`src/hdl/sbb_pkg.sv`:
```
// ----------------------------------------------------------------------------
// sbb_pkg
// Types and constants shared by the spectrum bar ballistics block.
// ----------------------------------------------------------------------------
package sbb_pkg;

  localparam int LEVEL_W   = 7;
  localparam int HOLD_W    = 8;
  localparam int PIXEL_W   = 8;
  localparam int BAND_IN_W = 5;
  localparam int REV_W     = 32;
  localparam int CFG_IDX_W = 1;
  localparam int CFG_DATA_W = 8;

  localparam logic [LEVEL_W-1:0] LEVEL_MAX = 7'd100;

  localparam logic [CFG_IDX_W-1:0] CFG_PEAK_HOLD_TICKS = 1'd0;
  localparam logic [CFG_IDX_W-1:0] CFG_BAR_MAX_HEIGHT  = 1'd1;

  localparam logic [HOLD_W-1:0]  PEAK_HOLD_RESET = 8'd18;
  localparam logic [PIXEL_W-1:0] BAR_MAX_RESET   = 8'd79;

  // floor(p / 100) == (p * DIV100_K) >> DIV100_SH for every product below 2^15.
  localparam int PROD_W     = LEVEL_W + PIXEL_W;
  localparam int DIV100_K_W = 13;
  localparam logic [DIV100_K_W-1:0] DIV100_K = 13'd5243;
  localparam int DIV100_SH  = 19;

  // floor(x / 3) == (x * DIV3_K) >> DIV3_SH for every x below 512.
  localparam logic [7:0] DIV3_K = 8'd171;
  localparam int DIV3_SH = 9;

  typedef struct packed {
    logic [LEVEL_W-1:0] target;
    logic [LEVEL_W-1:0] shown;
    logic [LEVEL_W-1:0] peak;
    logic [HOLD_W-1:0]  hold;
  } band_state_t;

  typedef enum logic {
    ST_IDLE,
    ST_RUN
  } sbb_state_t;

endpackage

```
`src/hdl/spectrum_bar_ballistics_peak_hold.sv`:
```
// ----------------------------------------------------------------------------
// spectrum_bar_ballistics_peak_hold
// Bar-graph spectrum ballistics with peak hold over a per-band state memory.
// ----------------------------------------------------------------------------
// A write beat stages one band's target level. A tick beat walks the band memory one band
// per cycle while the output register can take a beat; each result passes the registered read,
// the a and b stages and the output register. No input is taken until the tick is done.
// Reset is synchronous; per-entry valid bits clear both memories at once, so
// there is no clearing pass.
// ----------------------------------------------------------------------------
module spectrum_bar_ballistics_peak_hold #(
  parameter int BANDS = 24
) (
  input  logic                          clk,
  input  logic                          rst_n,
  input  logic                          in_valid,
  output logic                          in_ready,
  input  logic                          in_action,
  input  logic [4:0]                    in_band,
  input  logic [6:0]                    in_target_level,
  input  logic [31:0]                   in_frame_revision,
  output logic                          out_valid,
  input  logic                          out_ready,
  output logic [4:0]                    out_band_index,
  output logic [7:0]                    out_bar_height,
  output logic [7:0]                    out_peak_height,
  output logic                          out_peak_visible,
  output logic                          out_last_band,
  input  logic                          cfg_we,
  input  logic [sbb_pkg::CFG_IDX_W-1:0] cfg_index,
  input  logic [7:0]                    cfg_wdata
);
  import sbb_pkg::*;

  localparam int BAND_W = (BANDS > 1) ? $clog2(BANDS) : 1;
  localparam logic [BAND_W-1:0] LAST_BAND = BAND_W'(BANDS - 1);

  sbb_state_t state_r, state_nxt;

  logic [HOLD_W-1:0]  hold_ticks_r;
  logic [PIXEL_W-1:0] bar_max_r;
  logic               parity_r;
  logic [REV_W-1:0]   seen_rev_r;
  logic               copy_r;
  logic [BAND_W-1:0]  cnt_r;

  band_state_t        band_mem [BANDS];
  logic [LEVEL_W-1:0] staged_mem [BANDS];
  logic [BANDS-1:0]   band_vld_r;
  logic [BANDS-1:0]   staged_vld_r;

  band_state_t        band_rd_r;
  logic               band_rd_vld_r;
  logic [LEVEL_W-1:0] staged_rd_r;
  logic               staged_rd_vld_r;

  logic               in_acc;
  logic               wr_acc;
  logic               tick_acc;
  logic               wr_in_range;
  logic [BAND_W-1:0]  wr_addr;
  logic [LEVEL_W-1:0] wr_level;
  logic               advance;
  logic               step;
  logic               rd_en;
  logic [BAND_W-1:0]  rd_addr;
  logic               copy_now;

  band_state_t        cur_state;
  band_state_t        new_state;

  logic               a_vld_r;
  logic [BAND_W-1:0]  a_band_r;
  logic               a_last_r;
  logic               a_vis_r;
  logic [LEVEL_W-1:0] a_level_r;
  logic [LEVEL_W-1:0] a_peak_r;
  logic               b_vld_r;
  logic [BAND_W-1:0]  b_band_r;
  logic               b_last_r;
  logic               b_vis_r;
  logic               out_valid_r;
  logic [BAND_W-1:0]  out_band_r;
  logic               out_last_r;
  logic               out_vis_r;

  assign in_ready    = (state_r == ST_IDLE);
  assign in_acc      = in_valid && in_ready;
  assign wr_acc      = in_acc && !in_action;
  assign tick_acc    = in_acc && in_action;
  assign wr_in_range = ({2'b00, in_band} < 7'(BANDS));
  assign wr_addr     = BAND_W'(in_band);
  assign wr_level    = (in_target_level > LEVEL_MAX) ? LEVEL_MAX : in_target_level;

  // The whole result pipeline moves only when the output register can take a beat.
  assign advance = !out_valid_r || out_ready;
  assign step    = (state_r == ST_RUN) && advance;

  // The staged frame is copied on the second tick of each pair when the revision moved.
  assign copy_now = parity_r && (in_frame_revision != seen_rev_r);

  always_comb begin
    rd_en   = 1'b0;
    rd_addr = '0;
    if (tick_acc) begin
      rd_en = 1'b1;
    end else if (step && (cnt_r != LAST_BAND)) begin
      rd_en   = 1'b1;
      rd_addr = cnt_r + 1'b1;
    end
  end

  always_comb begin
    state_nxt = state_r;
    unique case (state_r)
      ST_IDLE: begin
        if (tick_acc) begin
          state_nxt = ST_RUN;
        end
      end
      ST_RUN: begin
        if (step && (cnt_r == LAST_BAND)) begin
          state_nxt = ST_IDLE;
        end
      end
      default: state_nxt = ST_IDLE;
    endcase
  end

  always_ff @(posedge clk) begin
    if (!rst_n) begin
      state_r      <= ST_IDLE;
      hold_ticks_r <= PEAK_HOLD_RESET;
      bar_max_r    <= BAR_MAX_RESET;
      parity_r     <= 1'b0;
      seen_rev_r   <= '0;
      copy_r       <= 1'b0;
      cnt_r        <= '0;
      band_vld_r   <= '0;
      staged_vld_r <= '0;
      a_vld_r      <= 1'b0;
      b_vld_r      <= 1'b0;
      out_valid_r  <= 1'b0;
    end else begin
      state_r <= state_nxt;
      if (cfg_we) begin
        case (cfg_index)
          CFG_PEAK_HOLD_TICKS: hold_ticks_r <= cfg_wdata;
          CFG_BAR_MAX_HEIGHT:  bar_max_r    <= cfg_wdata;
          default: ;
        endcase
      end
      if (wr_acc && wr_in_range) begin
        staged_vld_r[wr_addr] <= 1'b1;
      end
      if (tick_acc) begin
        parity_r <= !parity_r;
        copy_r   <= copy_now;
        cnt_r    <= '0;
        if (copy_now) begin
          seen_rev_r <= in_frame_revision;
        end
      end
      if (step) begin
        band_vld_r[cnt_r] <= 1'b1;
        cnt_r             <= cnt_r + 1'b1;
      end
      if (advance) begin
        a_vld_r     <= step;
        b_vld_r     <= a_vld_r;
        out_valid_r <= b_vld_r;
      end
    end
  end

  // Memories and their registered read ports.
  always_ff @(posedge clk) begin
    if (wr_acc && wr_in_range) begin
      staged_mem[wr_addr] <= wr_level;
    end
    if (step) begin
      band_mem[cnt_r] <= new_state;
    end
    if (rd_en) begin
      band_rd_r       <= band_mem[rd_addr];
      band_rd_vld_r   <= band_vld_r[rd_addr];
      staged_rd_r     <= staged_mem[rd_addr];
      staged_rd_vld_r <= staged_vld_r[rd_addr];
    end
  end

  always_comb begin
    cur_state = band_rd_vld_r ? band_rd_r : '0;
    if (copy_r) begin
      cur_state.target = staged_rd_vld_r ? staged_rd_r : '0;
    end
  end

  sbb_ballistics u_ballistics (
    .cur        (cur_state),
    .hold_ticks (hold_ticks_r),
    .nxt        (new_state)
  );

  always_ff @(posedge clk) begin
    if (advance) begin
      a_band_r   <= cnt_r;
      a_last_r   <= (cnt_r == LAST_BAND);
      a_vis_r    <= (new_state.peak != '0);
      a_level_r  <= new_state.shown;
      a_peak_r   <= new_state.peak;
      b_band_r   <= a_band_r;
      b_last_r   <= a_last_r;
      b_vis_r    <= a_vis_r;
      out_band_r <= b_band_r;
      out_last_r <= b_last_r;
      out_vis_r  <= b_vis_r;
    end
  end

  sbb_pixel_scale u_pixel_scale (
    .clk        (clk),
    .en         (advance),
    .bar_max    (bar_max_r),
    .bar_level  (a_level_r),
    .peak_level (a_peak_r),
    .bar_px_r   (out_bar_height),
    .peak_px_r  (out_peak_height)
  );

  assign out_valid        = out_valid_r;
  assign out_band_index   = 5'(out_band_r);
  assign out_peak_visible = out_vis_r;
  assign out_last_band    = out_last_r;

endmodule

```
`src/hdl/sbb_ballistics.sv`:
```
// ----------------------------------------------------------------------------
// sbb_ballistics
// Moves one band toward its target and updates its held peak.
// ----------------------------------------------------------------------------
module sbb_ballistics (
  input  sbb_pkg::band_state_t    cur,
  input  logic [7:0]              hold_ticks,
  output sbb_pkg::band_state_t    nxt
);
  import sbb_pkg::*;

  logic [LEVEL_W-1:0] lv;
  logic [LEVEL_W-1:0] tg;
  logic [LEVEL_W-1:0] gap;
  logic [7:0]         rise_num;
  logic [15:0]        rise_prod;
  logic [7:0]         rise_step;
  logic [7:0]         rise_sum;
  logic [7:0]         fall_num;
  logic [LEVEL_W-1:0] fall_step;
  logic [LEVEL_W-1:0] new_lv;

  assign lv = cur.shown;
  assign tg = cur.target;

  always_comb begin
    gap       = (tg > lv) ? (tg - lv) : (lv - tg);
    rise_num  = {1'b0, gap} + 8'd2;
    rise_prod = rise_num * DIV3_K;
    rise_step = 8'(rise_prod >> DIV3_SH);
    if (rise_step < 8'd2) begin
      rise_step = 8'd2;
    end
    rise_sum  = {1'b0, lv} + rise_step;
    fall_num  = {1'b0, gap} + 8'd7;
    fall_step = LEVEL_W'(fall_num >> 3);
    if (fall_step == '0) begin
      fall_step = LEVEL_W'(1);
    end

    if (tg > lv) begin
      new_lv = (rise_sum > {1'b0, tg}) ? tg : rise_sum[LEVEL_W-1:0];
    end else if (lv > tg) begin
      new_lv = (lv > fall_step) ? (lv - fall_step) : '0;
    end else begin
      new_lv = lv;
    end

    nxt        = cur;
    nxt.shown  = new_lv;
    if (new_lv >= cur.peak) begin
      nxt.peak = new_lv;
      nxt.hold = hold_ticks;
    end else if (cur.hold != '0) begin
      nxt.hold = cur.hold - 1'b1;
    end else if (cur.peak != '0) begin
      nxt.peak = cur.peak - 1'b1;
    end
  end

endmodule

```
`src/hdl/sbb_pixel_scale.sv`:
```
// ----------------------------------------------------------------------------
// sbb_pixel_scale
// Two-stage scaler from level percent to pixels for the bar and the peak.
// ----------------------------------------------------------------------------
module sbb_pixel_scale (
  input  logic       clk,
  input  logic       en,
  input  logic [7:0] bar_max,
  input  logic [6:0] bar_level,
  input  logic [6:0] peak_level,
  output logic [7:0] bar_px_r,
  output logic [7:0] peak_px_r
);
  import sbb_pkg::*;

  localparam int SCALED_W = PROD_W + DIV100_K_W;

  logic [PROD_W-1:0]   bar_prod_r;
  logic [PROD_W-1:0]   peak_prod_r;
  logic [SCALED_W-1:0] bar_scaled;
  logic [SCALED_W-1:0] peak_scaled;

  assign bar_scaled  = bar_prod_r * DIV100_K;
  assign peak_scaled = peak_prod_r * DIV100_K;

  // The division by 100 is a reciprocal multiply one stage after the scale.
  always_ff @(posedge clk) begin
    if (en) begin
      bar_prod_r  <= bar_level * bar_max;
      peak_prod_r <= peak_level * bar_max;
      bar_px_r    <= bar_scaled[DIV100_SH +: PIXEL_W];
      peak_px_r   <= peak_scaled[DIV100_SH +: PIXEL_W];
    end
  end

endmodule
```
`config.mk`:
```
export PLATFORM = sky130hd
export DESIGN_NAME = spectrum_bar_ballistics_peak_hold
export DESIGN_NICKNAME = d
export VERILOG_FILES = /design/src/hdl/sbb_pkg.sv /design/src/hdl/spectrum_bar_ballistics_peak_hold.sv /design/src/hdl/sbb_ballistics.sv /design/src/hdl/sbb_pixel_scale.sv
export SDC_FILE = /design/constraint.sdc
export NUM_CORES = 2
export LEC_CHECK = 0
export ABC_AREA = 1
export BUFFER_PORTS_ARGS = -buffer_cell sky130_fd_sc_hd__buf_4
export CELL_PAD_IN_SITES_DETAIL_PLACEMENT = 1
export CELL_PAD_IN_SITES_GLOBAL_PLACEMENT = 1
export CORE_MARGIN = 2
export CORE_UTILIZATION = 52
export DETAILED_ROUTE_END_ITERATION = 10
export PLACE_DENSITY_LB_ADDON = 0.1
export RECOVER_POWER = 50
export SYNTH_ARGS = -nofsm -noshare
export SYNTH_HDL_FRONTEND = slang
export SYNTH_SLANG_ARGS = --single-unit
```
`constraint.sdc`:
```
create_clock -name clk -period 14.3 [get_ports clk]
set_clock_uncertainty 0.15 [all_clocks]
set_input_delay 0.715 -clock clk [delete_from_list [all_inputs] [get_ports clk]]
set_output_delay 0.715 -clock clk [all_outputs]
set_load 0.02 [all_outputs]
```
Word level (Yosys, flattened, before mapping)
Memories as Yosys holds them, arrays and structs flattened. A register that Yosys moved wholly into a read port is not among the register bits.
Cells that the tools add are included.
{"block": "word_totals", "reg_bits": 190, "latchBits": 0, "mem_bits_rw": 864, "romBits": 0, "input_bits": 59, "output_inout_bits": 25, "elab_cells": 123, "n_memories": 2}
{"name": "band_mem", "depth": 24, "width": 29, "rd": 1, "rd_ports_with_merged_regs": 1, "wr": 1, "line": "spectrum_bar_ballistics_peak_hold.sv:47", "text": "band_state_t band_mem [BANDS];"}
{"name": "staged_mem", "depth": 24, "width": 7, "rd": 1, "rd_ports_with_merged_regs": 1, "wr": 1, "line": "spectrum_bar_ballistics_peak_hold.sv:48", "text": "logic [LEVEL_W-1:0] staged_mem [BANDS];"}
{"block": "classes", "add_sub_neg": 9, "n_mul": 5, "div_mod_pow": 0, "n_lt_le_gt_ge": 13, "n_eq_ne": 3, "shifts": 0, "n_mux": 36, "n_bitwise": 4, "n_reduce_logical": 22}
{"operator": "two-way mux 7 bit", "count": 11}
{"operator": "multiplier 15 x 13 -> 27 bit, second input constant", "count": 2}
{"operator": "OR 24 bit", "count": 2}
{"operator": "inequality test 32 bit", "count": 1}
{"operator": "multiplier 7 x 8 -> 15 bit", "count": 2}
{"operator": "two-way mux 29 bit", "count": 1}
{"operator": "two-way mux 5 bit", "count": 5}
{"operator": "> comparator 7 bit", "count": 3}
{"operator": "subtractor 7 bit", "count": 3}
{"operator": "< comparator 5 x 6 -> 1 bit, second input constant", "count": 3}
{"operator": "multiplier 8 x 8 -> 16 bit, second input constant", "count": 1}
{"operator": "two-way mux 15 bit", "count": 1}
{"operator": "nonzero test 7 bit", "count": 2}
{"operator": "two-way mux 1 bit", "count": 12}
{"operator": "binary-select mux 1 bit (select 5 bit)", "count": 2}
{"operator": "demux 1 bit (select 5 bit)", "count": 2}
{"operator": "greater-or-equal comparator 5 x 1 -> 1 bit, second input constant", "count": 2}
{"operator": "logical AND 1 bit", "count": 10}
{"operator": "adder 7 x 2 -> 8 bit, second input constant", "count": 1}
{"operator": "adder 7 x 3 -> 8 bit, second input constant", "count": 1}
{"operator": "adder 7 x 8 -> 8 bit", "count": 1}
{"operator": "> comparator 8 x 7 -> 1 bit", "count": 1}
{"operator": "two-way mux 8 bit", "count": 1}
{"operator": "nonzero test 8 bit", "count": 1}
{"operator": "16 further kinds", "count": 21}

Logic depth before layout (Yosys ltp)
{"block": "depth", "depth_word": 15, "mapped_depth": 72, "depth_no_buf": 71}

By module
Synthesis repeated with hierarchy kept, for this count alone.
{"block": "unflattened", "cells_unflattened": 6204, "area_unflattened_um2": 60653.2}
{"mod": "spectrum_bar_ballistics_peak_hold", "n_inst": 1, "cells_each": 4019, "area_each_um2": 43745.7, "seq_area_each_um2": 30279.0}
{"mod": "sbb_pixel_scale", "n_inst": 1, "cells_each": 1582, "area_each_um2": 13077.5, "seq_area_each_um2": 1381.3}
{"mod": "sbb_ballistics", "n_inst": 1, "cells_each": 603, "area_each_um2": 3829.9, "seq_area_each_um2": 0.0}

Least setup slack after synthesis
OpenSTA, ideal clock, no wires.
{"block": "synth_path", "path_type": "register to register", "start": "reg band_rd_vld_r", "end": "mem band_mem[0][3] (netlist bit), data pin", "setup_time_ns": 0.392, "arrival_time_ns": 11.764, "t_required_ns": 13.758, "setup_slack_ns": 1.994, "stages_incl_launch_ff": 68, "path_buffers": 3, "period_less_slack_ns": 12.306, "cell_sequence": "edfxtp_1 > buf_6 > inv_1 > nor2_2 > a22oi_1 > inv_1 > ha_1 > clkbuf_2 > nand2_1 > o21ai_0 > nand3_1 > nand3_2 > nand2_4 > nand2_1 > nand2_2 > inv_2 > ha_1 > inv_1 > [... 32 more ...] > inv_1 > ha_1 > nand3_1 > nor2_1 > nand2_1 > o211ai_1 > nand2_2 > nand2_1 > nand2_1 > o21ai_0 > ha_1 > nand2_1 > o21ai_0 > nand4_1 > and3_1 > clkinv_1 > clkbuf_1 > o21ai_0"}
{"element": "from (decl)", "line": "spectrum_bar_ballistics_peak_hold.sv:53", "text": "logic band_rd_vld_r;"}
{"element": "from (signal assigned)", "line": "spectrum_bar_ballistics_peak_hold.sv:186", "text": "band_rd_vld_r <= band_vld_r[rd_addr];"}
{"element": "to (decl)", "line": "spectrum_bar_ballistics_peak_hold.sv:47"}

==> results.ini <==
[setup_path]
cpMostUsedCell=inv_1
startpoint_type=register
cp_slowest_cell=fa_1
slowest_delay_ns=0.51
crit_type=register to register
critical-path-top-delay-family=adder cells
path_buf_inv=15
end_kind=register
critPathRequiredTime_ns=14.48
crit_arrival_ns=13.35
critPathMaxFanout=26

[sta]
drv_slew=508
worst_slew_pin_slew_ns=3.86
setup_viol=0
max_clock_freq_mhz=75.9
period_needed_ns=13.17
slew_headroom_pct=-157
fin_tns_setup_ns=0
hold_viol_final=0
period_share_pct=92.1
rsz0062_at_grt=false

[cells_and_area]
drive_gt1_share_pct=7.10
syn_to_final_growth_pct=10.8
final_nets=5742
n_antenna_cell=0
post-route-util_pct=58.2
final_area_um2=62500
layoutNonFillerInstCount=6630
num-fill-cells=11200

[placement]
dp_hpwl_mm=101
place_area_um2=58600
portBuffers=83
numPlacedInstances=6411
gp_congestion=0.876

[die]
start_util_pct=52.5
die_x_um=333
die_y_um=333
design.core.area_um2=107000
io_pins=84
fp.dieArea_um2=111000
fp-row-count=120

[run]
cap_violations=18

[route]
drtAntennaViolNets=0
drt-initial-drc-count=3006
viasPerCell=5.90
routed_wl_mm=164
num_vias=39100
drc=0
routedWlPerCell_um=24.7
drt_pass1_iterations=5

[synth]
async_flop_share_pct=0
ys_seq_area_share_pct=56.1
syn_inst=5092
synth_nets=5709
syn_area_um2=56400
yosys.cell_types.count=61
synth-edff-count=983
synth_seq_cells=1090
yosys_warnings=0
synth_ff_type=edfxtp_1
syn_avg_cell_area_um2=11.1

[clock_tree]
cts_tree=done
cts-root-buf=clkbuf_16
numCtsBuffers=114
clk_pin_slew_worst_paths_ns=0.07
cts_buffer_depth=3
cts_num_sinks=1090
cts_max_level=3
cts_setup_buffers=0
hold_buffers=0
clk_latency_ns=0.73

[global_route]
antenna_found_initial=4
overflow=0
grt_pass1_wl_mm=250
track_usage_pct=29.7
grt_max_degree=131
grt_pass1_vias=41400

[outcome]
violations=capacitance limit, slew limit
outcome=complete, but fails checks

[worst_hold_path]
min_path_type=primary input to register

==> state kept, by name, summed over array words and instances (netlist names), 7 cells and up <==
name and flops:
u_pixel_scale.peak_px_r 8, band_rd_r 29, staged_vld_r 24, hold_ticks_r 8, band_vld_r 24, u_pixel_scale.peak_prod_r 15
a_level_r 7, u_pixel_scale.bar_prod_r 15, a_peak_r 7, staged_mem 168, staged_rd_r 7, band_mem 696
bar_max_r 8, u_pixel_scale.bar_px_r 8, seen_rev_r 32
==> logic make-up (layout without fill, tap and decap cells) <==
kind of cell | Yosys count | in the layout | share of synthesized area (%)
buffers and inverters | 827 | 962 | 5.61
multiplexers | 2 | 2 | 0.0355
XOR/XNOR | 107 | 107 | 1.71
AND/OR/NAND/NOR | 1627 | 1627 | 11.4
adder cells (fa/ha/maj) | 558 | 558 | 15.2
AO/OA/AOI/OAI | 881 | 881 | 9.88
flip-flops | 1090 | 1090 | 56.1
==> layout by cell type (no fill, tap or decap), types with 5 or more instances in the layout <==
master      Yosys  layout
o22ai_1       217     217
clkinv_1        1      13
nor2_1        281     263
o211ai_1       79      79
nand3b_1        7       7
nand4_1        19      19
o21a_1          9       9
a31oi_1         6       6
clkbuf_16       0     119
o21ai_1         3       6
nand2_1      1172    1167
o31ai_1        39      39
edfxtp_1      983     983
clkinv_2        0      24
o21bai_1       13      13
clkinvlp_4      0      14
a32oi_1       108     108
nand2_2         5       7
inv_2          13       9
fa_1          210     210
nand3_1        90      90
inv_1         571     569
a21o_1          5       5
dfxtp_1       107     107
nor4_1          5       5
o221ai_1        5       5
ha_1          348     348
clkbuf_1      178      68
xnor2_1        46      46
buf_4           1     105
a21oi_1       279     279
nor2_4          2      20
o21ai_0        90      86
or2_2           9       8
bufinv_16       0      21
nor3_1         20      20
xor2_1         57      57
==> final cells by class <==
type | instances | area, um^2 | area share, %
sequential | 1090 | 31700 | 50.7
timing repair buffer | 157 | 1040 | 1.66
clock inverter | 76 | 977 | 1.56
multi-input combinational | 3175 | 21700 | 34.8
timing repair inverter | 1 | 5.00 | 0.00801
clock buffer | 142 | 3090 | 4.95
tap | 1403 | 1760 | 2.81
inverter | 586 | 2230 | 3.57
==> Yosys cell counts (107+ instances only) <==
master,n,share of area (%)
o22ai_1,217,2.4
ha_1,348,7.7
nor2_1,281,1.9
edfxtp_1,983,52
a21oi_1,279,2.5
nand2_1,1172,7.8
inv_1,571,3.8
dfxtp_1,107,3.8
clkbuf_1,178,1.2
a32oi_1,108,1.7
fa_1,210,7.5
==> repair_timing <==
action | in CTS | in global routing
resized for setup | 0 | 5
endpoints found under the hold margin | 0 | 0
setup endpoints to repair | 0 | 343
==> worst min-delay path: stages <==
cell and delay, ns:
buf_4 0.10, nand2_1 0.05, nand3_1 0.07
==> stage by stage <==
step           hold slack, ns  worst slack (ns)
2_1_floorplan           0.250              1.99
3_3_place_gp            0.252             0.910
3_5_place_dp            0.261             0.421
4_1_cts                0.0713             0.342
5_1_grt                 0.110            0.0171
6_report                0.102              1.13
==> worst paths after layout <==
path                              from                            to  slack (ns)  cells past startpoint
max          staged_rd_vld_r$_DFFE_PP_    band_mem[14][13]$_DFFE_PP_        1.13                     63
min                       cfg_wdata[4]  hold_ticks_r[4]$_SDFFE_PN1P_        0.10                      3
max reg2reg  staged_rd_vld_r$_DFFE_PP_    band_mem[14][13]$_DFFE_PP_        1.13                     63
min reg2reg      a_band_r[1]$_DFFE_PN_         b_band_r[1]$_DFFE_PN_        0.27                      0
==> metal layers <==
layer  share of wire, %  track usage (%)
met5             0.0085                0
met4                3.4             10.1
met3                5.9             3.77
met2                 51             52.8
met1                 40             37.5
Power is left out: the tool's default activity adds up to more than one toggle a clock period on the data nets, which glitch-free logic cannot reach.
